==> src/rtl/ihex_pkg.sv <==
// Types, codes and helpers shared by the Intel HEX record parser.
// No dependencies.
`timescale 1ns / 1ps

package ihex_pkg;

  typedef enum logic [3:0] {
    PH_LINE  = 4'd0,
    PH_LEN   = 4'd1,
    PH_AHI   = 4'd2,
    PH_ALO   = 4'd3,
    PH_TYPE  = 4'd4,
    PH_DATA  = 4'd5,
    PH_CHECK = 4'd6,
    PH_TAIL  = 4'd7,
    PH_SKIP  = 4'd8
  } phase_t;

  typedef enum logic [2:0] {
    K_DATA   = 3'd0,
    K_CSUM   = 3'd1,
    K_INVAL  = 3'd2,
    K_EXCESS = 3'd3,
    K_NOEND  = 3'd4,
    K_END    = 3'd5
  } kind_t;

  localparam logic [7:0] CH_NUL   = 8'd0;
  localparam logic [7:0] CH_TAB   = 8'd9;
  localparam logic [7:0] CH_LF    = 8'd10;
  localparam logic [7:0] CH_CR    = 8'd13;
  localparam logic [7:0] CH_SPACE = 8'd32;
  localparam logic [7:0] CH_COLON = 8'h3A;

  localparam logic [7:0] REC_DATA = 8'd0;
  localparam logic [7:0] REC_EOF  = 8'd1;

  typedef struct packed {
    logic       none;
    logic [3:0] value;
  } hex_digit_t;

  function automatic hex_digit_t hex_digit(input logic [7:0] c);
    hex_digit_t d;
    d.none  = 1'b0;
    d.value = 4'd0;
    if (c inside {["0":"9"]}) begin
      d.value = 4'(c - 8'h30);
    end else if (c inside {["a":"f"]}) begin
      d.value = 4'(c - 8'h57);
    end else if (c inside {["A":"F"]}) begin
      d.value = 4'(c - 8'h37);
    end else begin
      d.none = 1'b1;
    end
    return d;
  endfunction

  function automatic logic is_nl(input logic [7:0] c);
    return (c == CH_LF) || (c == CH_CR);
  endfunction

  function automatic logic is_sp(input logic [7:0] c);
    return (c == CH_SPACE) || (c == CH_TAB);
  endfunction

endpackage

==> src/rtl/intel_hex_record_parser.sv <==
// Intel HEX record parser: one text character in, at most one result word out.
// Depends on ihex_pkg.
//
// channel | dir | ports                       | contents
// in      | in  | in_tvalid/tready/tdata      | tdata[7:0] ch
// out     | out | out_tvalid/tready/tdata     | tdata: data_byte, record_address,
//         |     | out_tuser, out_tlast        |   byte_index; tuser kind; tlast finished
//
// One character per cycle unless out_tready stalls it; input register, then result register.
// The parse state updates in the single step from the input register to the result register.
// Reset is synchronous, active low, and takes effect at once: no clearing pass.
// A stalled result register holds the input register, which then holds in_tready low.
// After an end record or a zero character all further characters are taken and dropped.
`timescale 1ns / 1ps

module intel_hex_record_parser
  import ihex_pkg::*;
(
  input  logic        clk,
  input  logic        rst_n,
  input  logic        in_tvalid,
  output logic        in_tready,
  input  logic [7:0]  in_tdata,   // [7:0] ch
  output logic        out_tvalid,
  input  logic        out_tready,
  output logic [31:0] out_tdata,  // [7:0] data_byte, [23:8] record_address, [31:24] byte_index
  output logic [2:0]  out_tuser,  // [2:0] kind
  output logic        out_tlast   // finished
);

  logic        in_vld_r;
  logic [7:0]  ch_r;
  logic        step;

  phase_t      phase_r, phase_nxt;
  logic        second_r, second_nxt;
  logic [3:0]  high_r, high_nxt;
  logic [7:0]  rec_len_r, rec_len_nxt;
  logic [7:0]  left_r, left_nxt;
  logic [15:0] addr_r, addr_nxt;
  logic [7:0]  rec_type_r, rec_type_nxt;
  logic [7:0]  sum_r, sum_nxt;
  logic        stopped_r, stopped_nxt;

  logic        emit;
  kind_t       kind;
  logic [7:0]  data_byte;
  logic [7:0]  byte_index;
  logic        finished;

  hex_digit_t  dig;
  logic [7:0]  pair;
  logic        csum_bad;

  logic        out_vld_r;
  kind_t       out_kind_r;
  logic [7:0]  out_data_r;
  logic [15:0] out_addr_r;
  logic [7:0]  out_idx_r;
  logic        out_fin_r;

  assign step      = in_vld_r && (!out_vld_r || out_tready);
  assign in_tready = !in_vld_r || step;

  always_ff @(posedge clk) begin
    if (!rst_n) begin
      in_vld_r <= 1'b0;
    end else if (in_tready) begin
      in_vld_r <= in_tvalid;
    end
    if (in_tready && in_tvalid) begin
      ch_r <= in_tdata;
    end
  end

  assign dig      = hex_digit(ch_r);
  assign pair     = {high_r, dig.value};
  assign csum_bad = (8'd0 - sum_r) != pair;

  always_comb begin
    phase_nxt    = phase_r;
    second_nxt   = second_r;
    high_nxt     = high_r;
    rec_len_nxt  = rec_len_r;
    left_nxt     = left_r;
    addr_nxt     = addr_r;
    rec_type_nxt = rec_type_r;
    sum_nxt      = sum_r;
    stopped_nxt  = stopped_r;
    if (stopped_r) begin
      stopped_nxt = 1'b1;
    end else if (ch_r == CH_NUL) begin
      stopped_nxt = 1'b1;
    end else begin
      case (phase_r)
        PH_LINE: begin
          if (is_sp(ch_r) || is_nl(ch_r)) begin
            phase_nxt = PH_LINE;
          end else if (ch_r != CH_COLON) begin
            phase_nxt = PH_SKIP;
          end else begin
            sum_nxt    = 8'd0;
            second_nxt = 1'b0;
            phase_nxt  = PH_LEN;
          end
        end
        PH_TAIL: begin
          if (is_nl(ch_r)) begin
            phase_nxt = PH_LINE;
          end else if (!is_sp(ch_r)) begin
            phase_nxt = PH_SKIP;
          end
        end
        PH_SKIP: begin
          if (is_nl(ch_r)) begin
            phase_nxt = PH_LINE;
          end
        end
        PH_LEN, PH_AHI, PH_ALO, PH_TYPE, PH_DATA, PH_CHECK: begin
          if (dig.none) begin
            second_nxt = 1'b0;
            phase_nxt  = is_nl(ch_r) ? PH_LINE : PH_SKIP;
          end else if (!second_r) begin
            high_nxt   = dig.value;
            second_nxt = 1'b1;
          end else begin
            second_nxt = 1'b0;
            case (phase_r)
              PH_LEN: begin
                rec_len_nxt = pair;
                sum_nxt     = sum_r + pair;
                phase_nxt   = PH_AHI;
              end
              PH_AHI: begin
                addr_nxt  = {pair, 8'd0};
                sum_nxt   = sum_r + pair;
                phase_nxt = PH_ALO;
              end
              PH_ALO: begin
                addr_nxt  = {addr_r[15:8], pair};
                sum_nxt   = sum_r + pair;
                phase_nxt = PH_TYPE;
              end
              PH_TYPE: begin
                rec_type_nxt = pair;
                sum_nxt      = sum_r + pair;
                if (pair > REC_EOF) begin
                  phase_nxt = PH_SKIP;
                end else begin
                  left_nxt  = rec_len_r;
                  phase_nxt = (rec_len_r != 8'd0) ? PH_DATA : PH_CHECK;
                end
              end
              PH_DATA: begin
                sum_nxt   = sum_r + pair;
                left_nxt  = left_r - 8'd1;
                phase_nxt = (left_r != 8'd1) ? PH_DATA : PH_CHECK;
              end
              default: begin
                if (rec_type_r == REC_EOF) begin
                  stopped_nxt = 1'b1;
                end else begin
                  phase_nxt = PH_TAIL;
                end
              end
            endcase
          end
        end
        default: begin
          phase_nxt = PH_SKIP;
        end
      endcase
    end
  end

  always_comb begin
    emit       = 1'b0;
    kind       = K_DATA;
    data_byte  = 8'd0;
    byte_index = 8'd0;
    finished   = 1'b0;
    if (!stopped_r) begin
      if (ch_r == CH_NUL) begin
        emit     = 1'b1;
        kind     = K_NOEND;
        finished = 1'b1;
      end else begin
        case (phase_r)
          PH_LINE: begin
            if (!is_sp(ch_r) && !is_nl(ch_r) && ch_r != CH_COLON) begin
              emit = 1'b1;
              kind = K_INVAL;
            end
          end
          PH_TAIL: begin
            if (!is_nl(ch_r) && !is_sp(ch_r)) begin
              emit = 1'b1;
              kind = K_EXCESS;
            end
          end
          PH_LEN, PH_AHI, PH_ALO, PH_TYPE, PH_DATA, PH_CHECK: begin
            if (dig.none) begin
              emit = 1'b1;
              kind = K_INVAL;
            end else if (second_r) begin
              case (phase_r)
                PH_TYPE: begin
                  if (pair > REC_EOF) begin
                    emit = 1'b1;
                    kind = K_INVAL;
                  end
                end
                PH_DATA: begin
                  if (rec_type_r == REC_DATA) begin
                    emit       = 1'b1;
                    kind       = K_DATA;
                    data_byte  = pair;
                    byte_index = rec_len_r - left_r;
                  end
                end
                PH_CHECK: begin
                  emit     = (rec_type_r == REC_EOF) || csum_bad;
                  kind     = csum_bad ? K_CSUM : K_END;
                  finished = (rec_type_r == REC_EOF);
                end
                default: begin
                  emit = 1'b0;
                end
              endcase
            end
          end
          default: begin
            emit = 1'b0;
          end
        endcase
      end
    end
  end

  always_ff @(posedge clk) begin
    if (!rst_n) begin
      phase_r    <= PH_LINE;
      second_r   <= 1'b0;
      high_r     <= 4'd0;
      rec_len_r  <= 8'd0;
      left_r     <= 8'd0;
      addr_r     <= 16'd0;
      rec_type_r <= 8'd0;
      sum_r      <= 8'd0;
      stopped_r  <= 1'b0;
      out_vld_r  <= 1'b0;
    end else begin
      if (step) begin
        phase_r    <= phase_nxt;
        second_r   <= second_nxt;
        high_r     <= high_nxt;
        rec_len_r  <= rec_len_nxt;
        left_r     <= left_nxt;
        addr_r     <= addr_nxt;
        rec_type_r <= rec_type_nxt;
        sum_r      <= sum_nxt;
        stopped_r  <= stopped_nxt;
      end
      if (step) begin
        out_vld_r <= emit;
      end else if (out_tready) begin
        out_vld_r <= 1'b0;
      end
    end
  end

  always_ff @(posedge clk) begin
    if (step && emit) begin
      out_kind_r <= kind;
      out_data_r <= data_byte;
      out_addr_r <= addr_nxt;
      out_idx_r  <= byte_index;
      out_fin_r  <= finished;
    end
  end

  assign out_tvalid = out_vld_r;
  assign out_tdata  = {out_idx_r, out_addr_r, out_data_r};
  assign out_tuser  = out_kind_r;
  assign out_tlast  = out_fin_r;

  a_quiet_after_stop: assert property (@(posedge clk) disable iff (!rst_n)
    (stopped_r && !out_vld_r) |=> !out_vld_r)
    else $error("result word after parsing stopped");

  a_last_kind: assert property (@(posedge clk) disable iff (!rst_n)
    (out_vld_r && out_fin_r) |->
      (out_kind_r == K_NOEND || out_kind_r == K_END || out_kind_r == K_CSUM))
    else $error("finished word with wrong kind");

  a_last_stops: assert property (@(posedge clk) disable iff (!rst_n)
    (out_vld_r && out_fin_r) |-> stopped_r)
    else $error("finished word but parser still running");

  a_data_type: assert property (@(posedge clk) disable iff (!rst_n)
    (out_vld_r && out_kind_r == K_DATA) |-> (rec_type_r == REC_DATA && !out_fin_r))
    else $error("data word outside a data record");

  a_digit_phase: assert property (@(posedge clk) disable iff (!rst_n)
    second_r |-> (phase_r == PH_LEN || phase_r == PH_AHI || phase_r == PH_ALO ||
                  phase_r == PH_TYPE || phase_r == PH_DATA || phase_r == PH_CHECK))
    else $error("half digit pair outside a record field");

endmodule
==> config.mk <==
export PLATFORM = sky130hd
export DESIGN_NAME = intel_hex_record_parser
export DESIGN_NICKNAME = d
export VERILOG_FILES = /design/src/rtl/ihex_pkg.sv /design/src/rtl/intel_hex_record_parser.sv
export SDC_FILE = /design/constraint.sdc
export NUM_CORES = 1
export LEC_CHECK = 0
export ABC_AREA = 1
export ABC_CLOCK_PERIOD_IN_PS = 4300
export BUFFER_PORTS_ARGS = -buffer_cell sky130_fd_sc_hd__buf_2
export CORE_UTILIZATION = 45
export DETAILED_ROUTE_END_ITERATION = 16
export GPL_TIMING_DRIVEN = 0
export PLACE_DENSITY = 0.71
export SYNTH_ARGS = -nofsm -noshare
export SYNTH_HDL_FRONTEND = slang
export SYNTH_SLANG_ARGS = --single-unit
==> constraint.sdc <==
create_clock -name clk -period 4.3 [get_ports clk]
set_input_delay 0.215 -clock clk [delete_from_list [all_inputs] [get_ports clk]]
set_output_delay 0.215 -clock clk [all_outputs]
set_load 0.02 [all_outputs]
==> qor.csv, run 1 <==
metric,value,unit
count of clock tree sinks,104,
CP max stage cell,edfxtp_1,
detailed placement HPWL,8.95,mm
clock buffer count from CTS,9,
"setup slack, reg-to-reg",0.47,ns
biggest cell delay along the critical path,0.46,ns
count of flip-flops with a built-in enable after synthesis,44,
detailed-routing iteration count for the pre-antenna-repair pass,4,
worst max-slew margin expressed relative to the limit,57.7,%
R2R cell count,24,
kind of start point of the critical path,flip-flop,
CP endpoint kind,flip-flop,
wire length of the first global-routing pass,19.6,mm
number of instances in the synthesized netlist,709,
RePlAce Congestion,0.879,
YS warnings,0,
Final #Nets,805,
"antenna viol nets, final",0,
clock tree from TritonCTS,yes,
Crit. Startpoint,ch_r[0],
DRC,0,
standard-cell row count,40,
clock-pin slew of the registers on the worst-case setup and hold paths,0.07,ns
detailed-route via count,4723,
Post-Route Utilization,52.6,%
fraction of layout cells with a size suffix above 1,14.7,%
status,finished clean,
I/O pin count,50,
die span in y,113,µm
H-tree levels,3,
total of hold buffers inserted after clock tree synthesis,0,
width of the chip,113,µm
leak pwr,2.87,nW
path length in cells of the critical path,24,
detail-routed net length per standard cell,12.9,µm
CP endpoint,out_addr_r[5],
reg2reg end,out_addr_r[5],
Final period util,89.0,%
aggregate global-route resource usage,19.5,%
final standard cell area without fillers,0.00634,mm²
leading area contributor after synthesis,edfxtp_1,
Core Region,0.0121,mm²
count of endpoints failing setup in the final report,0,
grt total ovfl,0,
Routed WL,12.1,mm
Layout Area Growth over Synthesis,13.7,%
number of diodes added for antenna fixing,0,
Die Outline Area,0.0128,mm²
sequential fraction of the synthesis area,45.3,%
power density of the placed cells,326,mW/mm²
effective utilization at floorplan,46.2,%
initial antenna violation count,0,
async set or reset register ratio after synthesis,0,%
setup TNS after final layout,0,ns
root cell of the clock tree,clkbuf_16,
dominant cells by area after synthesis,"edfxtp_1 (24%), dfxtp_1 (22%), inv_1 (8.5%), nand2_1 (6.9%), a21oi_1 (6.8%)",
clock insertion delay at the later pin of the skew report,0.36,ns
count of cell types in the netlist,46,
overall power consumption,0.00206,W
maximum net fanout on the critical path,27,
setup repair after global routing missed its margin,no,
most numerous cell on the critical path,nand2_1,
most frequent cell after synthesis,inv_1,
skew final,0.00914,ns
share of the synthesized area in the top cell type,23.7,%
number of inserted filler cells in the final layout,1165,
CP cell instances,inv_1 -> ha_1 -> inv_1 -> nand2_1 -> nand2_1 -> nand2_1 -> nand2_2 -> nand2_4 -> nand3_1 -> inv_1 -> ha_1 -> inv_1 -> nand3_1 -> nor2_1 -> nand3_1 -> nor2_1 -> nand3_1 -> nand2_1 -> nand2_1 -> nand2_1 -> nand3_1 -> nand2_1 -> inv_1 -> buf_16,
data arrival time of the critical path,3.94,ns
slew at the pin closest to its max-slew limit,0.635,ns
count of buffer and inverter cells on the critical path,6,
total setup buffers inserted after CTS,0,
number of buffers between clock root and the deepest sink,2,
"number of placed instances, taps included",927,
Port Buffer Count,49,
syn nets,744,
most numerous cell types in the synthesized netlist,"inv_1 (126), nand2_1 (102), a21oi_1 (76), nor2_1 (68), dfxtp_1 (60)",
max-cap violation count,0,
CP Class,reg -> reg,
count of endpoints failing hold in the final timing report,0,
netlist area before placement,0.00557,mm²
placed instance area,0.00606,mm²
required time worst endpoint,4.41,ns
maximum number of pins on one net before global-route repair,28,
average footprint of a synthesized cell,7.86,µm²
most used flip-flop cell after synthesis,dfxtp_1,
CTS resizes,0,
peak clock frequency supported by timing,261,MHz
via count of the first global-routing pass,4101,
1st-iter DRT viols,327,
flip-flop and latch count after synthesis,104,
kind of cell adding the most delay to the critical path,simple AND/OR/NAND/NOR gates,
post-route minimum period,3.83,ns
number of standard cells in the final layout excluding fillers,943,
Max Transition Viols Final,0,
source of the worst register-to-register timing path,ch_r[0],
worst supply voltage drop on vdd,0.000259,V
drt via density,5.01,
type of the tightest min-delay check,in -> reg,
power by group:
| group | leakage (nW) | internal (W) | switching, W |
|---|---|---|---|
| Clock | 0.132 | 0.000398 | 0.000384 |
| Combinational | 1.83 | 0.0000615 | 0.000135 |
| Sequential | 0.906 | 0.00107 | 0.0000156 |
metrics by stage:
| step | hold slack (ns) | worst slack (ns) |
|---|---|---|
| after CTS | 0.0318 | 0.529 |
| after detailed placement | 0.393 | 0.554 |
| after floorplan | 0.314 | 1.01 |
| final | 0.0350 | 0.472 |
| after global routing | 0.0296 | 0.164 |
| after global placement | 0.392 | 0.144 |
how the worst min path moves through the flow:
stage | startpoint | end | slack [ns] | cells after the start
floorplan | in_tdata[0] | ch_r[0] | 0.31 | 0
global placement | in_tdata[6] | ch_r[6] | 0.39 | 1
detailed placement | in_tdata[0] | ch_r[0] | 0.39 | 1
CTS | in_tdata[5] | ch_r[5] | 0.03 | 1
global route | in_tdata[4] | ch_r[4] | 0.03 | 1
finish | in_tdata[2] | ch_r[2] | 0.03 | 1
cell families after synthesis:
group,count (synthesis),share of synthesized area (%)
and+or+nand+nor,256,21.1
adders and majority gates,23,5.43
buffers and inverters,152,10.5
AOI/OAI and AO/OA,165,16.2
xor gates and xnor gates,9,1.41
DFF,104,45.3
registers in the layout, summed over array words and instances, names as in the netlist:
signal / count
in_vld_r: 1
high_r: 4
rec_type_r: 8
rec_len_r: 8
out_addr_r: 16
sum_r: 8
out_tuser: 3
ch_r: 8
phase_r: 4
second_r: 1
out_idx_r: 8
addr_r: 16
out_tvalid: 1
left_r: 8
out_tlast: 1
out_data_r: 8
stopped_r: 1
per-layer routing:
| metal | routed length [µm] | GRT usage [%] | vias to the layer above |
|---|---|---|---|
| li1 | - | - | 2458 |
| met3 | 532 | 3.48 | 15 |
| met4 | 174 | 5.88 | 0 |
| met5 | 0 | 0 | - |
| met2 | 5480 | 31.7 | 112 |
| met1 | 5940 | 26.6 | 2138 |
layout make-up:
class / instances / area (µm²) / area share [%]
plain buffers: 15 / 73.8 / 1.16
clock buffers: 9 / 225 / 3.55
clock inverters: 7 / 57.6 / 0.908
inverters: 137 / 514 / 8.11
multi-input cells: 453 / 2460 / 38.9
flip-flops and latches: 104 / 2520 / 39.8
well taps: 168 / 210 / 3.32
repair buffers: 50 / 273 / 4.30
cells in the final DEF, fill, tap and decap left out, types with 2 or more instances in the layout:
master,n
inv_2,8
o31ai_1,2
a21oi_1,76
nor3b_1,2
dfxtp_1,60
clkbuf_1,8
o21ai_2,6
nand4_1,11
o21ai_1,16
edfxtp_1,44
nor3_1,10
nand2_2,11
nor4_1,2
o22ai_1,8
ha_1,21
nand3_2,3
nand2_1,102
o211ai_1,2
clkinv_1,4
xnor2_1,3
nor2_4,2
nor2_1,68
nand3_1,33
inv_1,126
xor2_1,6
o21ai_0,46
fa_1,2
buf_2,54
nor2_2,5
clkinvlp_4,2
clkbuf_16,9
or2_2,2
Note: power is estimated with default switching activity, not from simulation.
==> inputs of run 2 (changes only) <==
--- a/config.mk
+++ b/config.mk
@@ -8,10 +8,12 @@
 export ABC_AREA = 1
 export ABC_CLOCK_PERIOD_IN_PS = 4300
 export BUFFER_PORTS_ARGS = -buffer_cell sky130_fd_sc_hd__buf_2
-export CORE_UTILIZATION = 45
+export CELL_PAD_IN_SITES_DETAIL_PLACEMENT = 2
+export CELL_PAD_IN_SITES_GLOBAL_PLACEMENT = 2
+export CORE_UTILIZATION = 35
 export DETAILED_ROUTE_END_ITERATION = 16
 export GPL_TIMING_DRIVEN = 0
-export PLACE_DENSITY = 0.71
+export PLACE_DENSITY = 0.87
 export SYNTH_ARGS = -nofsm -noshare
 export SYNTH_HDL_FRONTEND = slang
 export SYNTH_SLANG_ARGS = --single-unit
==> qor.csv, run 2 (synthesis gave the netlist of run 1 again) <==
metric,value,unit,change
Routed WL,18.8,mm,+55%
most numerous cell on the critical path,nand2_1,,
setup repair after global routing missed its margin,no,,
part of the power in registers,50.2,%,-2.4 points
clock buffer count from CTS,9,,unchanged
initial antenna violation count,0,,unchanged
biggest cell delay along the critical path,0.46,ns,about the same
total of hold buffers inserted after clock tree synthesis,0,,unchanged
internal power,0.00155,W,+1.4%
count of endpoints failing setup in the final report,0,,unchanged
overall power consumption,0.00217,W,+5.0%
"antenna viol nets, final",0,,unchanged
1st-iter DRT viols,185,,-43%
via count of the first global-routing pass,5805,,+42%
data arrival time of the critical path,4.10,ns,+0.16 ns
Net Sw Frac,28.4,%,+2.5 points
kind of start point of the critical path,flip-flop,,
standard-cell row count,45,,+13%
wire length of the first global-routing pass,30.3,mm,+55%
Final period util,92.4,%,+3.4 points
start point of the worst min-delay path,in_tdata[2],,
source of the worst register-to-register timing path,ch_r[0],,
Port Buffer Count,49,,unchanged
max-cap violation count,0,,unchanged
peak clock frequency supported by timing,252,MHz,-3.7%
grt total ovfl,0,,unchanged
I/O pin count,50,,unchanged
worst max-slew margin expressed relative to the limit,45.6,%,-12 points
drt via density,5.13,,+2.5%
maximum number of pins on one net before global-route repair,22,,-21%
fraction of layout cells with a size suffix above 1,15.4,%,+0.69 points
clock insertion delay at the later pin of the skew report,0.37,ns,about the same
RePlAce Congestion,0.817,,-7.0%
reg2reg end,out_addr_r[14],,
worst supply voltage drop on vdd,0.000302,V,+17%
clock share of power,39.5,%,+1.6 points
clock tree from TritonCTS,yes,,
effective utilization at floorplan,36.3,%,-9.9 points
leak pwr,2.89,nW,+0.93%
"commonest non-fill, non-tap cell in the layout",inv_1,,
maximum net fanout on the critical path,20,,-26%
Layout Area Growth over Synthesis,15.8,%,
Die Outline Area,0.0164,mm²,+28%
Final #Nets,809,,+0.50%
CP max stage cell,edfxtp_1,,
count of clock tree sinks,104,,unchanged
detailed-route via count,5083,,+7.6%
number of buffers between clock root and the deepest sink,2,,unchanged
hold endpoint,ch_r[2],,
Max Transition Viols Final,0,,unchanged
clock-pin slew of the registers on the worst-case setup and hold paths,0.08,ns,about the same
post-route minimum period,3.97,ns,+0.147 ns
count of endpoints failing hold in the final timing report,0,,unchanged
die span in y,128,µm,+13%
detail-routed net length per standard cell,19.0,µm,+48%
number of inserted filler cells in the final layout,1770,,+52%
number of diodes added for antenna fixing,0,,unchanged
"number of placed instances, taps included",970,,+4.6%
detailed-routing iteration count for the pre-antenna-repair pass,4,,unchanged
status,finished clean,,
Net Sw Power,0.000616,W,+15%
Regs by FF count,"addr_r: 16 flops, out_addr_r: 16 flops",,
required time worst endpoint,4.43,ns,+0.02 ns
number of cells on the worst hold path,1,,unchanged
DRC,0,,unchanged
"leading cell types in the layout, fill and taps excluded","inv_1 (125), nand2_1 (102), a21oi_1 (76)",,
combinational group share of total power,10.3,%,+0.8 points
setup TNS after final layout,0,ns,unchanged
type of the tightest min-delay check,in -> reg,,
skew final,0.0101,ns,+0.000993 ns
"setup slack, reg-to-reg",0.33,ns,-0.15 ns
root cell of the clock tree,clkbuf_16,,
Core Region,0.0154,mm²,+27%
H-tree levels,3,,unchanged
R2R cell count,24,,unchanged
CP endpoint kind,flip-flop,,
width of the chip,128,µm,+13%
aggregate global-route resource usage,24.3,%,+4.8 points
detailed placement HPWL,14.1,mm,+58%
power density of the placed cells,336,mW/mm²,+3.1%
slew at the pin closest to its max-slew limit,0.815,ns,+0.180 ns
CP Class,reg -> reg,,
number of standard cells in the final layout excluding fillers,990,,+5.0%
CP cell instances,inv_1 -> ha_1 -> inv_1 -> nand2_1 -> nand2_1 -> nand2_1 -> nand2_2 -> nand2_4 -> nand3_1 -> inv_1 -> ha_1 -> inv_1 -> nand3_1 -> nor2_1 -> nand3_1 -> nor2_1 -> nand3_1 -> nand2_1 -> nand2_1 -> nand2_1 -> nand3_1 -> nand2_1 -> clkinvlp_4 -> buf_16,,
==> run 2: how the worst max path moves through the flow <==
stage | to | cells past startpoint | startpoint
finish | out_addr_r[14] | 24 | ch_r[0]
global route | out_idx_r[0] | 24 | ch_r[0]
CTS | out_addr_r[12] | 24 | ch_r[0]
detailed placement | out_addr_r[12] | 24 | ch_r[0]
global placement | out_addr_r[12] | 23 | ch_r[0]
floorplan | out_addr_r[0] | 23 | ch_r[0]
==> run 2: repair_timing <==
item,CTS,global route
setup buffers,0,4
setup endpoints to repair,0,20
resized for setup,0,1
==> run 2: area by class of cell <==
class                           instances  area (µm²)  area share [%]
Buffer                                 15        73.8            1.14
Clock inverter                          7        85.1            1.32
Tap cell                              211         264            4.09
Timing Repair Buffer                   54         303            4.69
Multi-Input combinational cell        453        2460            38.2
Clock buffer                            9         225            3.49
Sequential cell                       104        2520            39.1
Inverter                              137         518            8.02
==> run 2: critical path, delay by kind of cell (launching register included) <==
family / cells / cell delay (ns)
and+or+nand+nor: 16 / 1.73
adders and majority gates: 2 / 0.50
buffers and inverters: 6 / 1.05
DFF: 1 / 0.46
==> run 2: power groups by stage <==
stage	logic (W)	clock network (W)	registers, W
after floorplan	0.000110	0	0.00113
after global placement	0.000195	0	0.00111
after detailed placement	0.000215	0	0.00111
after CTS	0.000218	0.000877	0.00109
after global routing	0.000243	0.000908	0.00109
final	0.000223	0.000857	0.00109
==> run 2: per-layer routing <==
layer / global-route usage, % / up-vias / share of wire (%)
met5: 0 / - / 0
met4: 8.44 / 0 / 2.1
met3: 3.76 / 27 / 2.6
met2: 46.7 / 88 / 54
met1: 26.8 / 2514 / 41
li1: - / 2454 / -
==> run 2: metrics by stage <==
stage / utilization (%) / hold slack, ns / cell area [µm²] / setup WS, ns
2_1_floorplan: - / 0.314 / 5570 / 1.01
3_3_place_gp: 39.6 / 0.392 / 6080 / 0.0463
3_5_place_dp: 39.8 / 0.395 / 6110 / 0.217
4_1_cts: 41.8 / 0.0156 / 6420 / 0.122
5_1_grt: 42.0 / 0.0155 / 6450 / 0.0811
6_report: 42.0 / 0.0244 / 6450 / 0.325
